[config.mk]
export PLATFORM = sky130hd
export DESIGN_NAME = wind_rumble_noise_synth_top
export DESIGN_NICKNAME = d
export VERILOG_FILES = /design/src/hdl/wrns_pkg.sv /design/src/hdl/wind_rumble_noise_synth_top.sv /design/src/hdl/wrns_xorshift.sv /design/src/hdl/wrns_digit_mul.sv /design/src/hdl/wrns_seq.sv
export SDC_FILE = /design/constraint.sdc
export NUM_CORES = 2
export LEC_CHECK = 0
export ABC_AREA = 1
export BUFFER_PORTS_ARGS = -buffer_cell sky130_fd_sc_hd__buf_4
export CAP_MARGIN = 25
export CORE_MARGIN = 2
export CORE_UTILIZATION = 40
export CTS_BUF_LIST = sky130_fd_sc_hd__clkbuf_8
export CTS_CLUSTER_SIZE = 16
export DETAILED_ROUTE_END_ITERATION = 16
export GPL_TIMING_DRIVEN = 1
export PLACE_DENSITY = 0.64
export SLEW_MARGIN = 5
export SYNTH_ARGS = -nofsm -noshare
export SYNTH_HDL_FRONTEND = slang
export SYNTH_SLANG_ARGS = --single-unit
export TNS_END_PERCENT = 10
[constraint.sdc]
create_clock -name aclk -period 3.7 [get_ports aclk]
set_input_delay 0.185 -clock aclk [delete_from_list [all_inputs] [get_ports aclk]]
set_output_delay 0.185 -clock aclk [all_outputs]
set_load 0.05 [all_outputs]
[src/hdl/wrns_pkg.sv]
// Shared types, constants and helpers for the wind and rumble noise synthesizer.
`timescale 1ns / 1ps

package wrns_pkg;

    // Default filter state width, signed Q1.(FILTER_WIDTH-1)
    localparam int FILTER_WIDTH_DEF = 24;

    // Seed of the xorshift32 noise register
    localparam logic [31:0] NOISE_SEED = 32'h9e3779b9;

    // Serial multiplier geometry: 4-bit digits, up to 24-bit multiplier
    localparam int DIGIT_W = 4;
    localparam int MPLIER_W = 24;
    localparam int NDIG_W = 3;
    localparam logic [NDIG_W-1:0] NDIG_LONG = NDIG_W'(MPLIER_W / DIGIT_W);
    localparam logic [NDIG_W-1:0] NDIG_SHORT = NDIG_W'(16 / DIGIT_W);

    // Signed difference of two 24-bit glide values
    localparam int GLIDE_DIFF_W = 25;

    // Configuration port
    localparam int CFG_INDEX_W = 3;
    localparam int CFG_DATA_W = 18;

    typedef enum logic [CFG_INDEX_W-1:0] {
        REG_GLIDE_COEF  = 3'd0,
        REG_SOFT_COEF   = 3'd1,
        REG_BRIGHT_COEF = 3'd2,
        REG_RUMBLE_COEF = 3'd3,
        REG_SOFT_WEIGHT = 3'd4,
        REG_WIND_GAIN   = 3'd5,
        REG_RUMBLE_GAIN = 3'd6
    } cfg_index_t;

    typedef struct packed {
        logic [15:0] glide_coef;
        logic [15:0] soft_coef;
        logic [15:0] bright_coef;
        logic [15:0] rumble_coef;
        logic [15:0] soft_weight;
        logic [15:0] wind_gain;
        logic [17:0] rumble_gain;
    } cfg_t;

    localparam cfg_t CFG_RESET = '{
        glide_coef:  16'd39,
        soft_coef:   16'd3932,
        bright_coef: 16'd26214,
        rumble_coef: 16'd786,
        soft_weight: 16'd42598,
        wind_gain:   16'd27000,
        rumble_gain: 18'd120000
    };

    typedef struct packed {
        logic               valid;
        logic signed [15:0] sample;
        logic               clipped;
    } result_t;

    // Multiplicand width: wide enough for a filter difference and a glide difference
    function automatic int mcand_width(input int fw);
        return (fw + 1 > GLIDE_DIFF_W) ? fw + 1 : GLIDE_DIFF_W;
    endfunction

endpackage

[src/hdl/wind_rumble_noise_synth_top.sv]
// Top level of the wind and rumble noise synthesizer: ports, configuration registers, output register.
`timescale 1ns / 1ps

// Each request transfer on s_ yields one signed 16-bit sample on m_. The block takes one
// request at a time: a sample occupies the shared 4-bit-per-cycle multiplier for eleven
// products (six 4-digit, five 6-digit, each with an issue and a write-back step). A finished
// sample sits in the output register, and the next request is taken while it waits there.
// Configuration writes are taken in any cycle on the cfg_ port and should only be issued
// while no request is in flight.

module wind_rumble_noise_synth_top #(
    parameter int FILTER_WIDTH = wrns_pkg::FILTER_WIDTH_DEF
) (
    input  logic                             aclk,
    input  logic                             aresetn,
    input  logic                             s_valid,
    output logic                             s_ready,
    input  logic [15:0]                      s_wind_target,
    input  logic [15:0]                      s_rumble_target,
    input  logic                             s_block_end,
    output logic                             m_valid,
    input  logic                             m_ready,
    output logic signed [15:0]               m_sample,
    output logic                             m_clipped,
    output logic                             m_last,
    input  logic                             cfg_valid,
    output logic                             cfg_ready,
    input  logic [wrns_pkg::CFG_INDEX_W-1:0] cfg_index,
    input  logic [wrns_pkg::CFG_DATA_W-1:0]  cfg_data
);
    import wrns_pkg::*;

    cfg_t               cfg_reg;
    logic               last_hold_reg;
    logic               m_valid_reg;
    logic signed [15:0] m_sample_reg;
    logic               m_clipped_reg;
    logic               m_last_reg;

    logic               in_xfer;
    logic               out_free;
    logic               seq_idle;
    logic [15:0]        noise;
    result_t            result;

    assign cfg_ready = 1'b1;

    always_ff @(posedge aclk) begin
        if (!aresetn) begin
            cfg_reg <= CFG_RESET;
        end else if (cfg_valid && cfg_ready) begin
            case (cfg_index)
                REG_GLIDE_COEF:  cfg_reg.glide_coef <= cfg_data[15:0];
                REG_SOFT_COEF:   cfg_reg.soft_coef <= cfg_data[15:0];
                REG_BRIGHT_COEF: cfg_reg.bright_coef <= cfg_data[15:0];
                REG_RUMBLE_COEF: cfg_reg.rumble_coef <= cfg_data[15:0];
                REG_SOFT_WEIGHT: cfg_reg.soft_weight <= cfg_data[15:0];
                REG_WIND_GAIN:   cfg_reg.wind_gain <= cfg_data[15:0];
                REG_RUMBLE_GAIN: cfg_reg.rumble_gain <= cfg_data;
                default: begin
                    cfg_reg <= cfg_reg;
                end
            endcase
        end
    end

    assign s_ready = seq_idle;
    assign in_xfer = s_valid && s_ready;
    assign out_free = !m_valid_reg || m_ready;

    always_ff @(posedge aclk) begin
        if (in_xfer) begin
            last_hold_reg <= s_block_end;
        end
    end

    wrns_xorshift u_noise (
        .aclk    (aclk),
        .aresetn (aresetn),
        .step    (in_xfer),
        .noise   (noise)
    );

    wrns_seq #(
        .FILTER_WIDTH (FILTER_WIDTH)
    ) u_seq (
        .aclk          (aclk),
        .aresetn       (aresetn),
        .start         (in_xfer),
        .wind_target   (s_wind_target),
        .rumble_target (s_rumble_target),
        .noise         (noise),
        .cfg           (cfg_reg),
        .take          (out_free),
        .idle          (seq_idle),
        .result        (result)
    );

    always_ff @(posedge aclk) begin
        if (!aresetn) begin
            m_valid_reg <= 1'b0;
        end else if (result.valid && out_free) begin
            m_valid_reg <= 1'b1;
            m_sample_reg <= result.sample;
            m_clipped_reg <= result.clipped;
            m_last_reg <= last_hold_reg;
        end else if (m_ready) begin
            m_valid_reg <= 1'b0;
        end
    end

    assign m_valid = m_valid_reg;
    assign m_sample = m_sample_reg;
    assign m_clipped = m_clipped_reg;
    assign m_last = m_last_reg;

endmodule

[src/hdl/wrns_xorshift.sv]
// xorshift32 white noise register, advanced once per accepted sample request.
`timescale 1ns / 1ps

module wrns_xorshift (
    input  logic        aclk,
    input  logic        aresetn,
    input  logic        step,
    output logic [15:0] noise
);
    import wrns_pkg::*;

    logic [31:0] state_reg;
    logic [31:0] s1;
    logic [31:0] s2;
    logic [31:0] state_next;

    always_comb begin
        s1 = state_reg ^ (state_reg << 13);
        s2 = s1 ^ (s1 >> 17);
        state_next = s2 ^ (s2 << 5);
    end

    always_ff @(posedge aclk) begin
        if (!aresetn) begin
            state_reg <= NOISE_SEED;
        end else if (step) begin
            state_reg <= state_next;
        end
    end

    assign noise = state_reg[15:0];

endmodule

[src/hdl/wrns_digit_mul.sv]
// Digit-serial signed-by-unsigned multiplier, one 4-bit multiplier digit per cycle, LSB first.
`timescale 1ns / 1ps

module wrns_digit_mul #(
    parameter int MCAND_W = wrns_pkg::GLIDE_DIFF_W
) (
    input  logic                                         aclk,
    input  logic                                         aresetn,
    input  logic                                         start,
    input  logic signed [MCAND_W-1:0]                    mcand,
    input  logic [wrns_pkg::MPLIER_W-1:0]                mplier,
    input  logic [wrns_pkg::NDIG_W-1:0]                  ndig,
    output logic signed [MCAND_W+wrns_pkg::DIGIT_W-1:0]  hi,
    output logic [wrns_pkg::MPLIER_W-1:0]                lo,
    output logic                                         done
);
    import wrns_pkg::*;

    localparam int HI_W = MCAND_W + DIGIT_W;

    logic signed [MCAND_W-1:0] a_reg;
    logic [MPLIER_W-1:0]       b_reg;
    logic [NDIG_W-1:0]         cnt_reg;
    logic signed [HI_W-1:0]    hi_reg;
    logic [MPLIER_W-1:0]       lo_reg;
    logic                      busy_reg;
    logic                      done_reg;

    logic signed [HI_W-1:0]    a_ext;
    logic signed [HI_W-1:0]    dig_ext;
    logic signed [HI_W-1:0]    sum_next;

    // |hi| stays below |a|, so hi + a*digit fits in HI_W bits
    always_comb begin
        a_ext = HI_W'(a_reg);
        dig_ext = {{(HI_W-DIGIT_W){1'b0}}, b_reg[DIGIT_W-1:0]};
        sum_next = hi_reg + a_ext * dig_ext;
    end

    always_ff @(posedge aclk) begin
        if (!aresetn) begin
            busy_reg <= 1'b0;
            done_reg <= 1'b0;
            cnt_reg <= '0;
        end else begin
            done_reg <= busy_reg && (cnt_reg == NDIG_W'(1));
            if (start) begin
                a_reg <= mcand;
                b_reg <= mplier;
                hi_reg <= '0;
                lo_reg <= '0;
                cnt_reg <= ndig;
                busy_reg <= 1'b1;
            end else if (busy_reg) begin
                // {hi, lo} shifts right one digit: low bits of the product collect in lo
                hi_reg <= sum_next >>> DIGIT_W;
                lo_reg <= {sum_next[DIGIT_W-1:0], lo_reg[MPLIER_W-1:DIGIT_W]};
                b_reg <= b_reg >> DIGIT_W;
                cnt_reg <= cnt_reg - NDIG_W'(1);
                if (cnt_reg == NDIG_W'(1)) begin
                    busy_reg <= 1'b0;
                end
            end
        end
    end

    // After n digits: hi = floor(product / 2^(4n)); with all six digits {hi, lo} is the product
    assign hi = hi_reg;
    assign lo = lo_reg;
    assign done = done_reg;

endmodule

[src/hdl/wrns_seq.sv]
// Per-sample sequencer: glide, filter and mix state, eleven products on the shared multiplier.
`timescale 1ns / 1ps

module wrns_seq #(
    parameter int FILTER_WIDTH = wrns_pkg::FILTER_WIDTH_DEF
) (
    input  logic              aclk,
    input  logic              aresetn,
    input  logic              start,
    input  logic [15:0]       wind_target,
    input  logic [15:0]       rumble_target,
    input  logic [15:0]       noise,
    input  wrns_pkg::cfg_t    cfg,
    input  logic              take,
    output logic              idle,
    output wrns_pkg::result_t result
);
    import wrns_pkg::*;

    localparam int FW = FILTER_WIDTH;
    localparam int MCAND_W = mcand_width(FW);
    localparam int HI_W = MCAND_W + DIGIT_W;
    localparam int PROD_W = HI_W + MPLIER_W;
    // wind term FW+16 bits, rumble term FW+18 bits, plus one for their sum
    localparam int SUM_W = FW + 19;
    localparam int Q_W = SUM_W - (FW - 1);
    localparam logic [SUM_W-1:0] TRUNC_BIAS = SUM_W'((64'd1 << (FW - 1)) - 64'd1);

    typedef enum logic [1:0] {
        S_IDLE,
        S_ISSUE,
        S_RUN,
        S_HOLD
    } state_t;

    typedef enum logic [3:0] {
        OP_WIND_GLIDE,
        OP_RUMBLE_GLIDE,
        OP_SOFT,
        OP_BRIGHT,
        OP_RUMBLE_LP,
        OP_MIX,
        OP_WIND_SQ,
        OP_WIND_LEVEL,
        OP_WIND_GAIN,
        OP_RUMBLE_LEVEL,
        OP_RUMBLE_GAIN
    } op_t;

    state_t                  state_reg;
    op_t                     op_reg;
    logic [15:0]             wt_reg;
    logic [15:0]             rt_reg;
    logic [23:0]             wg_reg;
    logic [23:0]             rg_reg;
    logic signed [FW-1:0]    soft_reg;
    logic signed [FW-1:0]    bright_reg;
    logic signed [FW-1:0]    rlp_reg;
    logic signed [FW-1:0]    mix_reg;
    logic signed [FW-1:0]    term_reg;
    logic [23:0]             g2_reg;
    logic signed [SUM_W-1:0] sum_reg;

    logic signed [FW-1:0]      white;
    logic signed [MCAND_W-1:0] mcand;
    logic [MPLIER_W-1:0]       mplier;
    logic [NDIG_W-1:0]         ndig;
    logic                      mul_start;
    logic signed [HI_W-1:0]    mul_hi;
    logic [MPLIER_W-1:0]       mul_lo;
    logic                      mul_done;
    logic signed [PROD_W-1:0]  prod_full;
    logic signed [SUM_W-1:0]   prod_sum;

    logic [SUM_W-1:0]          sum_adj;
    logic [Q_W-1:0]            quot;
    logic                      sat_hi;
    logic                      sat_lo;

    // low 16 noise bits offset by 32768, scaled to filter format
    assign white = {~noise[15], noise[14:0], {(FW-16){1'b0}}};

    always_comb begin
        mcand = '0;
        mplier = '0;
        ndig = NDIG_SHORT;
        case (op_reg)
            OP_WIND_GLIDE: begin
                mcand = MCAND_W'({wt_reg, 8'h00}) - MCAND_W'(wg_reg);
                mplier = MPLIER_W'(cfg.glide_coef);
            end
            OP_RUMBLE_GLIDE: begin
                mcand = MCAND_W'({rt_reg, 8'h00}) - MCAND_W'(rg_reg);
                mplier = MPLIER_W'(cfg.glide_coef);
            end
            OP_SOFT: begin
                mcand = MCAND_W'(white) - MCAND_W'(soft_reg);
                mplier = MPLIER_W'(cfg.soft_coef);
            end
            OP_BRIGHT: begin
                mcand = MCAND_W'(white) - MCAND_W'(bright_reg);
                mplier = MPLIER_W'(cfg.bright_coef);
            end
            OP_RUMBLE_LP: begin
                mcand = MCAND_W'(white) - MCAND_W'(rlp_reg);
                mplier = MPLIER_W'(cfg.rumble_coef);
            end
            OP_MIX: begin
                // soft*w + bright*(1-w) == bright + (soft - bright)*w
                mcand = MCAND_W'(soft_reg) - MCAND_W'(bright_reg);
                mplier = MPLIER_W'(cfg.soft_weight);
            end
            OP_WIND_SQ: begin
                mcand = MCAND_W'(wg_reg);
                mplier = wg_reg;
                ndig = NDIG_LONG;
            end
            OP_WIND_LEVEL: begin
                mcand = MCAND_W'(mix_reg);
                mplier = g2_reg;
                ndig = NDIG_LONG;
            end
            OP_WIND_GAIN: begin
                mcand = MCAND_W'(term_reg);
                mplier = MPLIER_W'(cfg.wind_gain);
                ndig = NDIG_LONG;
            end
            OP_RUMBLE_LEVEL: begin
                mcand = MCAND_W'(rlp_reg);
                mplier = rg_reg;
                ndig = NDIG_LONG;
            end
            OP_RUMBLE_GAIN: begin
                mcand = MCAND_W'(term_reg);
                mplier = MPLIER_W'(cfg.rumble_gain);
                ndig = NDIG_LONG;
            end
            default: begin
                mcand = '0;
            end
        endcase
    end

    assign mul_start = (state_reg == S_ISSUE);

    wrns_digit_mul #(
        .MCAND_W (MCAND_W)
    ) u_mul (
        .aclk    (aclk),
        .aresetn (aresetn),
        .start   (mul_start),
        .mcand   (mcand),
        .mplier  (mplier),
        .ndig    (ndig),
        .hi      (mul_hi),
        .lo      (mul_lo),
        .done    (mul_done)
    );

    assign prod_full = {mul_hi, mul_lo};
    assign prod_sum = prod_full[SUM_W-1:0];

    always_ff @(posedge aclk) begin
        if (!aresetn) begin
            state_reg <= S_IDLE;
            op_reg <= OP_WIND_GLIDE;
            wg_reg <= '0;
            rg_reg <= '0;
            soft_reg <= '0;
            bright_reg <= '0;
            rlp_reg <= '0;
        end else begin
            case (state_reg)
                S_IDLE: begin
                    if (start) begin
                        wt_reg <= wind_target;
                        rt_reg <= rumble_target;
                        op_reg <= OP_WIND_GLIDE;
                        state_reg <= S_ISSUE;
                    end
                end
                S_ISSUE: begin
                    state_reg <= S_RUN;
                end
                S_RUN: begin
                    if (mul_done) begin
                        case (op_reg)
                            OP_WIND_GLIDE:   wg_reg <= wg_reg + mul_hi[23:0];
                            OP_RUMBLE_GLIDE: rg_reg <= rg_reg + mul_hi[23:0];
                            OP_SOFT:         soft_reg <= soft_reg + mul_hi[FW-1:0];
                            OP_BRIGHT:       bright_reg <= bright_reg + mul_hi[FW-1:0];
                            OP_RUMBLE_LP:    rlp_reg <= rlp_reg + mul_hi[FW-1:0];
                            OP_MIX:          mix_reg <= bright_reg + mul_hi[FW-1:0];
                            OP_WIND_SQ:      g2_reg <= mul_hi[23:0];
                            OP_WIND_LEVEL:   term_reg <= mul_hi[FW-1:0];
                            OP_WIND_GAIN:    sum_reg <= prod_sum;
                            OP_RUMBLE_LEVEL: term_reg <= mul_hi[FW-1:0];
                            OP_RUMBLE_GAIN:  sum_reg <= sum_reg + prod_sum;
                            default: begin
                                sum_reg <= sum_reg;
                            end
                        endcase
                        if (op_reg == OP_RUMBLE_GAIN) begin
                            state_reg <= S_HOLD;
                        end else begin
                            op_reg <= op_t'(op_reg + 4'd1);
                            state_reg <= S_ISSUE;
                        end
                    end
                end
                S_HOLD: begin
                    if (take) begin
                        state_reg <= S_IDLE;
                    end
                end
                default: begin
                    state_reg <= S_IDLE;
                end
            endcase
        end
    end

    // truncate toward zero: bias negative sums before the arithmetic shift
    always_comb begin
        sum_adj = sum_reg[SUM_W-1] ? (sum_reg + TRUNC_BIAS) : sum_reg;
        quot = sum_adj[SUM_W-1:FW-1];
        sat_hi = !quot[Q_W-1] && (|quot[Q_W-2:15]);
        sat_lo = quot[Q_W-1] && !(&quot[Q_W-2:15]);
    end

    always_comb begin
        result.valid = (state_reg == S_HOLD);
        result.clipped = sat_hi || sat_lo;
        if (sat_hi) begin
            result.sample = 16'sh7fff;
        end else if (sat_lo) begin
            result.sample = 16'sh8000;
        end else begin
            result.sample = quot[15:0];
        end
    end

    assign idle = (state_reg == S_IDLE);

endmodule

==> metrics.md <==
| Metric | Value |
|---|---|
| Total Nets Final | `6668` |
| Hold endpoint | `cfg_reg[21]` |
| YS warnings | `0` |
| GPL Wtd Cong | `1.01` |
| R2R Setup Slk | `-0.21 ns` |
| GR Layer Usage met2 | `47.7%` |
| Setup WS pre-CTS | `-0.275 ns` |
| Post-synth EDFFs | `about 260` |
| Worst r2r dst | `u_seq.u_mul.hi[22]` |
| Synth Flop Type | `dfxtp_1` |
| Power Density | `about 520 nW/um^2` |
| Area of the multi-input gates | `24800 sq um` |
| Critical path required time | `4.22 ns` |
| Total GRT Usage | `30.7%` |
| Clk sinks | `~540` |
| Reg2reg path depth | `19` |
| Syn nets | `between 6000 and 7000` |
| Syn avg cell area | `around 7.1 sq um` |
| CP endpoint kind | `flip-flop` |
| Unique masters post-synth | `between 50 and 60` |
| Max_cap viols | `0` |
| Drt first pass iters | `7` |
| Clk pwr share | `about a quarter` |
| Fmax | `around 0.26 GHz` |
| RSZ-0062 raised after global routing | `yes` |
| Final worst slack | `-0.214 ns` |
| Clock Tree Buf Depth | `3` |
| Die footprint | `roughly 110000 sq um` |
| Max reg flops | `114` |
| Worst min path class | `in2reg` |
| Share of cells above drive strength 1 | `under 10%` |
| Sw Share | `41.8%` |
| Final core occ | `a little under half` |
| Leakage power | `approximately 23 nW` |
| Sw power | `~11 mW` |
| Number of global-route vias before repair | `40400` |
| Die height | `between 300 and 400 um` |
| CP max FO | `23` |
| Syn Inst Count | `around 5900` |
| Post-synth ARST share | `0%` |
| Pin count of the biggest net entering global routing | `79` |
| Period utilization | `106%` |
| Cell internal pwr | `approximately 15 mW` |
| CTS Buf Count | `99` |
| GR met1 Demand/Resource | `41.4%` |
| Post-Syn Area | `around 42000 sq um` |
| Seq pwr share | `28.8%` |
| Chip Width | `approximately 330 um` |
| Slew headroom | `around 28%` |
| Via count | `42900` |
| Slew @ Worst Pin | `1.08 ns` |
| Worst EP arrival | `between 4 and 5 ns` |
| Failing checks | `setup timing` |
| First-pass GRT wire length | `between 200000 and 250000 um` |
| Floorplan row count | `between 100 and 150` |
| Hold wc startpoint | `cfg_valid` |
| Comb pwr share | `46.0%` |
| Total Power | `about 25 mW` |
| DR WL/cell | `approximately 22 um` |
| GR Overflow Total | `0` |
| Antenna Nets Post-Route | `0` |
| Sequential area share after synthesis | `approximately 32%` |
| Vias/cell | `5.57` |
| Critical Path Start Type | `flip-flop` |
| Min cycle time layout | `3.91 ns` |
| Met3 usage | `just under 6%` |
| DRC viols | `0` |
| Clock edge transition at the registers on the reported setup and hold paths | `around 0.070 ns` |
| Most frequent cells in the layout | `nand2_1 (1260), inv_1 (934), nor2_1 (593)` |
| Outcome | `finished with violations` |
| Commonest non-fill, non-tap cell in the layout | `nand2_1` |
| Iter 0 DRT Violations | `4806` |
| H-tree lvl count | `3` |
| Gr busiest metal | `met2` |
| Core Region | `around 100000 sq um` |
| IO Count | `80` |
| Initial Util | `40.4%` |
| Hold Path Depth | `6` |
| Aggregate routed wire length | `~170000 um` |
| CTS tree | `built` |
| Final setup viols | `18` |
| Area Overhead vs Synth | `15.6%` |
| Reg2Reg Launch Point | `u_seq.u_mul.b_reg[1]` |
| Worst vdd ir | `a little over 0.0005 V` |
| Seq cells post-synth | `about 540` |
| Number of port buffers | `78` |
| Initial antenna violation count | `17` |
| Sequential cell area | `approximately 13000 sq um` |
| WHS | `around 0.072 ns` |
| Slew Limit Fails | `0` |
| Hold Fails Final Rpt | `0` |
| Fill count | `roughly 11000` |
| Layout Skew | `about 0.067 ns` |
| CP Class | `reg2reg` |
| Clock tree root driver cell | `clkbuf_8` |
| Hpwl dp | `127000 um` |
| Setup TNS | `-1.86 ns` |
| Worst-Skew Late Latency | `0.80 ns` |
[repair_timing]
item	CTS	global route
setup buffers	0	0
setup endpoints to repair	19	24
pin swaps	4	4
resized for setup	33	39
hold buffers	62	0
hold endpoints to repair	165	0
[metrics by stage]
step                      area (sq um)  instances
final                            48500       7709
after detailed placement         45400       7449
after global placement           45300       7448
after global routing             48400       7702
after CTS                        48300       7698
after floorplan                  42000       5932
[worst max-delay path, stage by stage, from the launching register on]
cell and delay (ns):
edfxtp_1 0.41, buf_12 0.18, buf_4 0.14, nand2_1 0.05, inv_1 0.05, fa_1 0.54, inv_2 0.06, fa_1 0.48
inv_1 0.05, fa_1 0.48, ha_4 0.30, nand2_2 0.07, nor2_4 0.11, nand4_1 0.12, nor4_1 0.19, nand2_1 0.10
o211ai_1 0.14, nand2_1 0.08, nand2_1 0.07, nor2_1 0.05
[layout make-up]
| class | instances | area share (%) |
|---|---|---|
| well taps | 1380 | 3.56 |
| repair buffers | 340 | 5.78 |
| diodes | 11 | 0.0568 |
| inverters | 920 | 7.13 |
| multi-input cells | 4329 | 51.2 |
| clock inverters | 74 | 1.23 |
| clock buffers | 113 | 3.21 |
| flip-flops and latches | 542 | 27.8 |
[power groups by stage]
| stage | registers (mW) | logic [mW] | clock network [mW] |
|---|---|---|---|
| after floorplan | 7.31 | 6.73 | 0 |
| after global placement | 7.37 | 10.7 | 0 |
| after detailed placement | 7.37 | 10.8 | 0 |
| after CTS | 7.25 | 11.2 | 6.46 |
| after global routing | 7.29 | 12.8 | 6.69 |
| final | 7.27 | 11.6 | 6.38 |
[synth_stat cells, types with 8 or more instances]
cell	count	area (sq um)
a211oi_1	19	143
a21o_1	19	143
a21oi_1	519	2600
a221oi_1	52	455
a22oi_1	8	60.1
a31oi_1	21	131
and2_1	8	50.1
buf_1	16	60.1
buf_2	16	80.1
clkbuf_1	105	394
dfxtp_1	278	5570
edfxtp_1	264	7930
fa_1	82	1640
ha_1	295	3690
inv_1	908	3410
inv_2	8	30.0
nand2_1	1270	4770
nand3_1	354	1770
nand3b_1	9	67.6
nand4_1	88	551
nor2_1	609	2290
nor2_4	8	90.1
nor3_1	54	270
nor4_1	24	150
o211ai_1	27	203
o21a_1	19	143
o21ai_0	523	2620
o21ai_1	11	55.1
o21bai_1	34	255
o22ai_1	29	181
or2_2	27	169
xnor2_1	75	657
xor2_1	90	788
[layer usage]
layer | vias to the layer above | wire length [um] | share of wire [%]
met3 | 403 | 16100 | 9.6
met4 | 6 | 8470 | 5.1
li1 | 20400 | - | -
met5 | - | 39 | 0.023
met2 | 2003 | 72300 | 43
met1 | 20100 | 70600 | 42
[how the worst max path moves through the flow]
stage	from	slack (ns)	endpoint
after CTS	u_seq.u_mul.b_reg[1]	-0.21	u_seq.u_mul.hi[22]
after global placement	u_seq.u_mul.b_reg[0]	-0.26	u_seq.u_mul.hi[23]
after floorplan	u_seq.u_mul.b_reg[0]	-0.08	u_seq.u_mul.hi[21]
final	u_seq.u_mul.b_reg[1]	-0.21	u_seq.u_mul.hi[22]
after global routing	u_seq.u_mul.b_reg[1]	-0.39	u_seq.u_mul.hi[22]
after detailed placement	u_seq.u_mul.b_reg[0]	-0.28	u_seq.u_mul.hi[16]
[cell families (layout without fill, tap and decap cells)]
group | after synthesis | count (layout) | share of synthesized area [%]
simple gates | 2471 | 2471 | 24.6
compound gates | 1315 | 1315 | 17.4
buf+inv | 1061 | 1447 | 9.61
flops | 542 | 542 | 32.2
fa+ha+maj | 377 | 377 | 12.7
xor+xnor | 165 | 165 | 3.45
other cells | 1 | 12 | 0.00895
No activity file was read; power rests on OpenSTA's default activity.
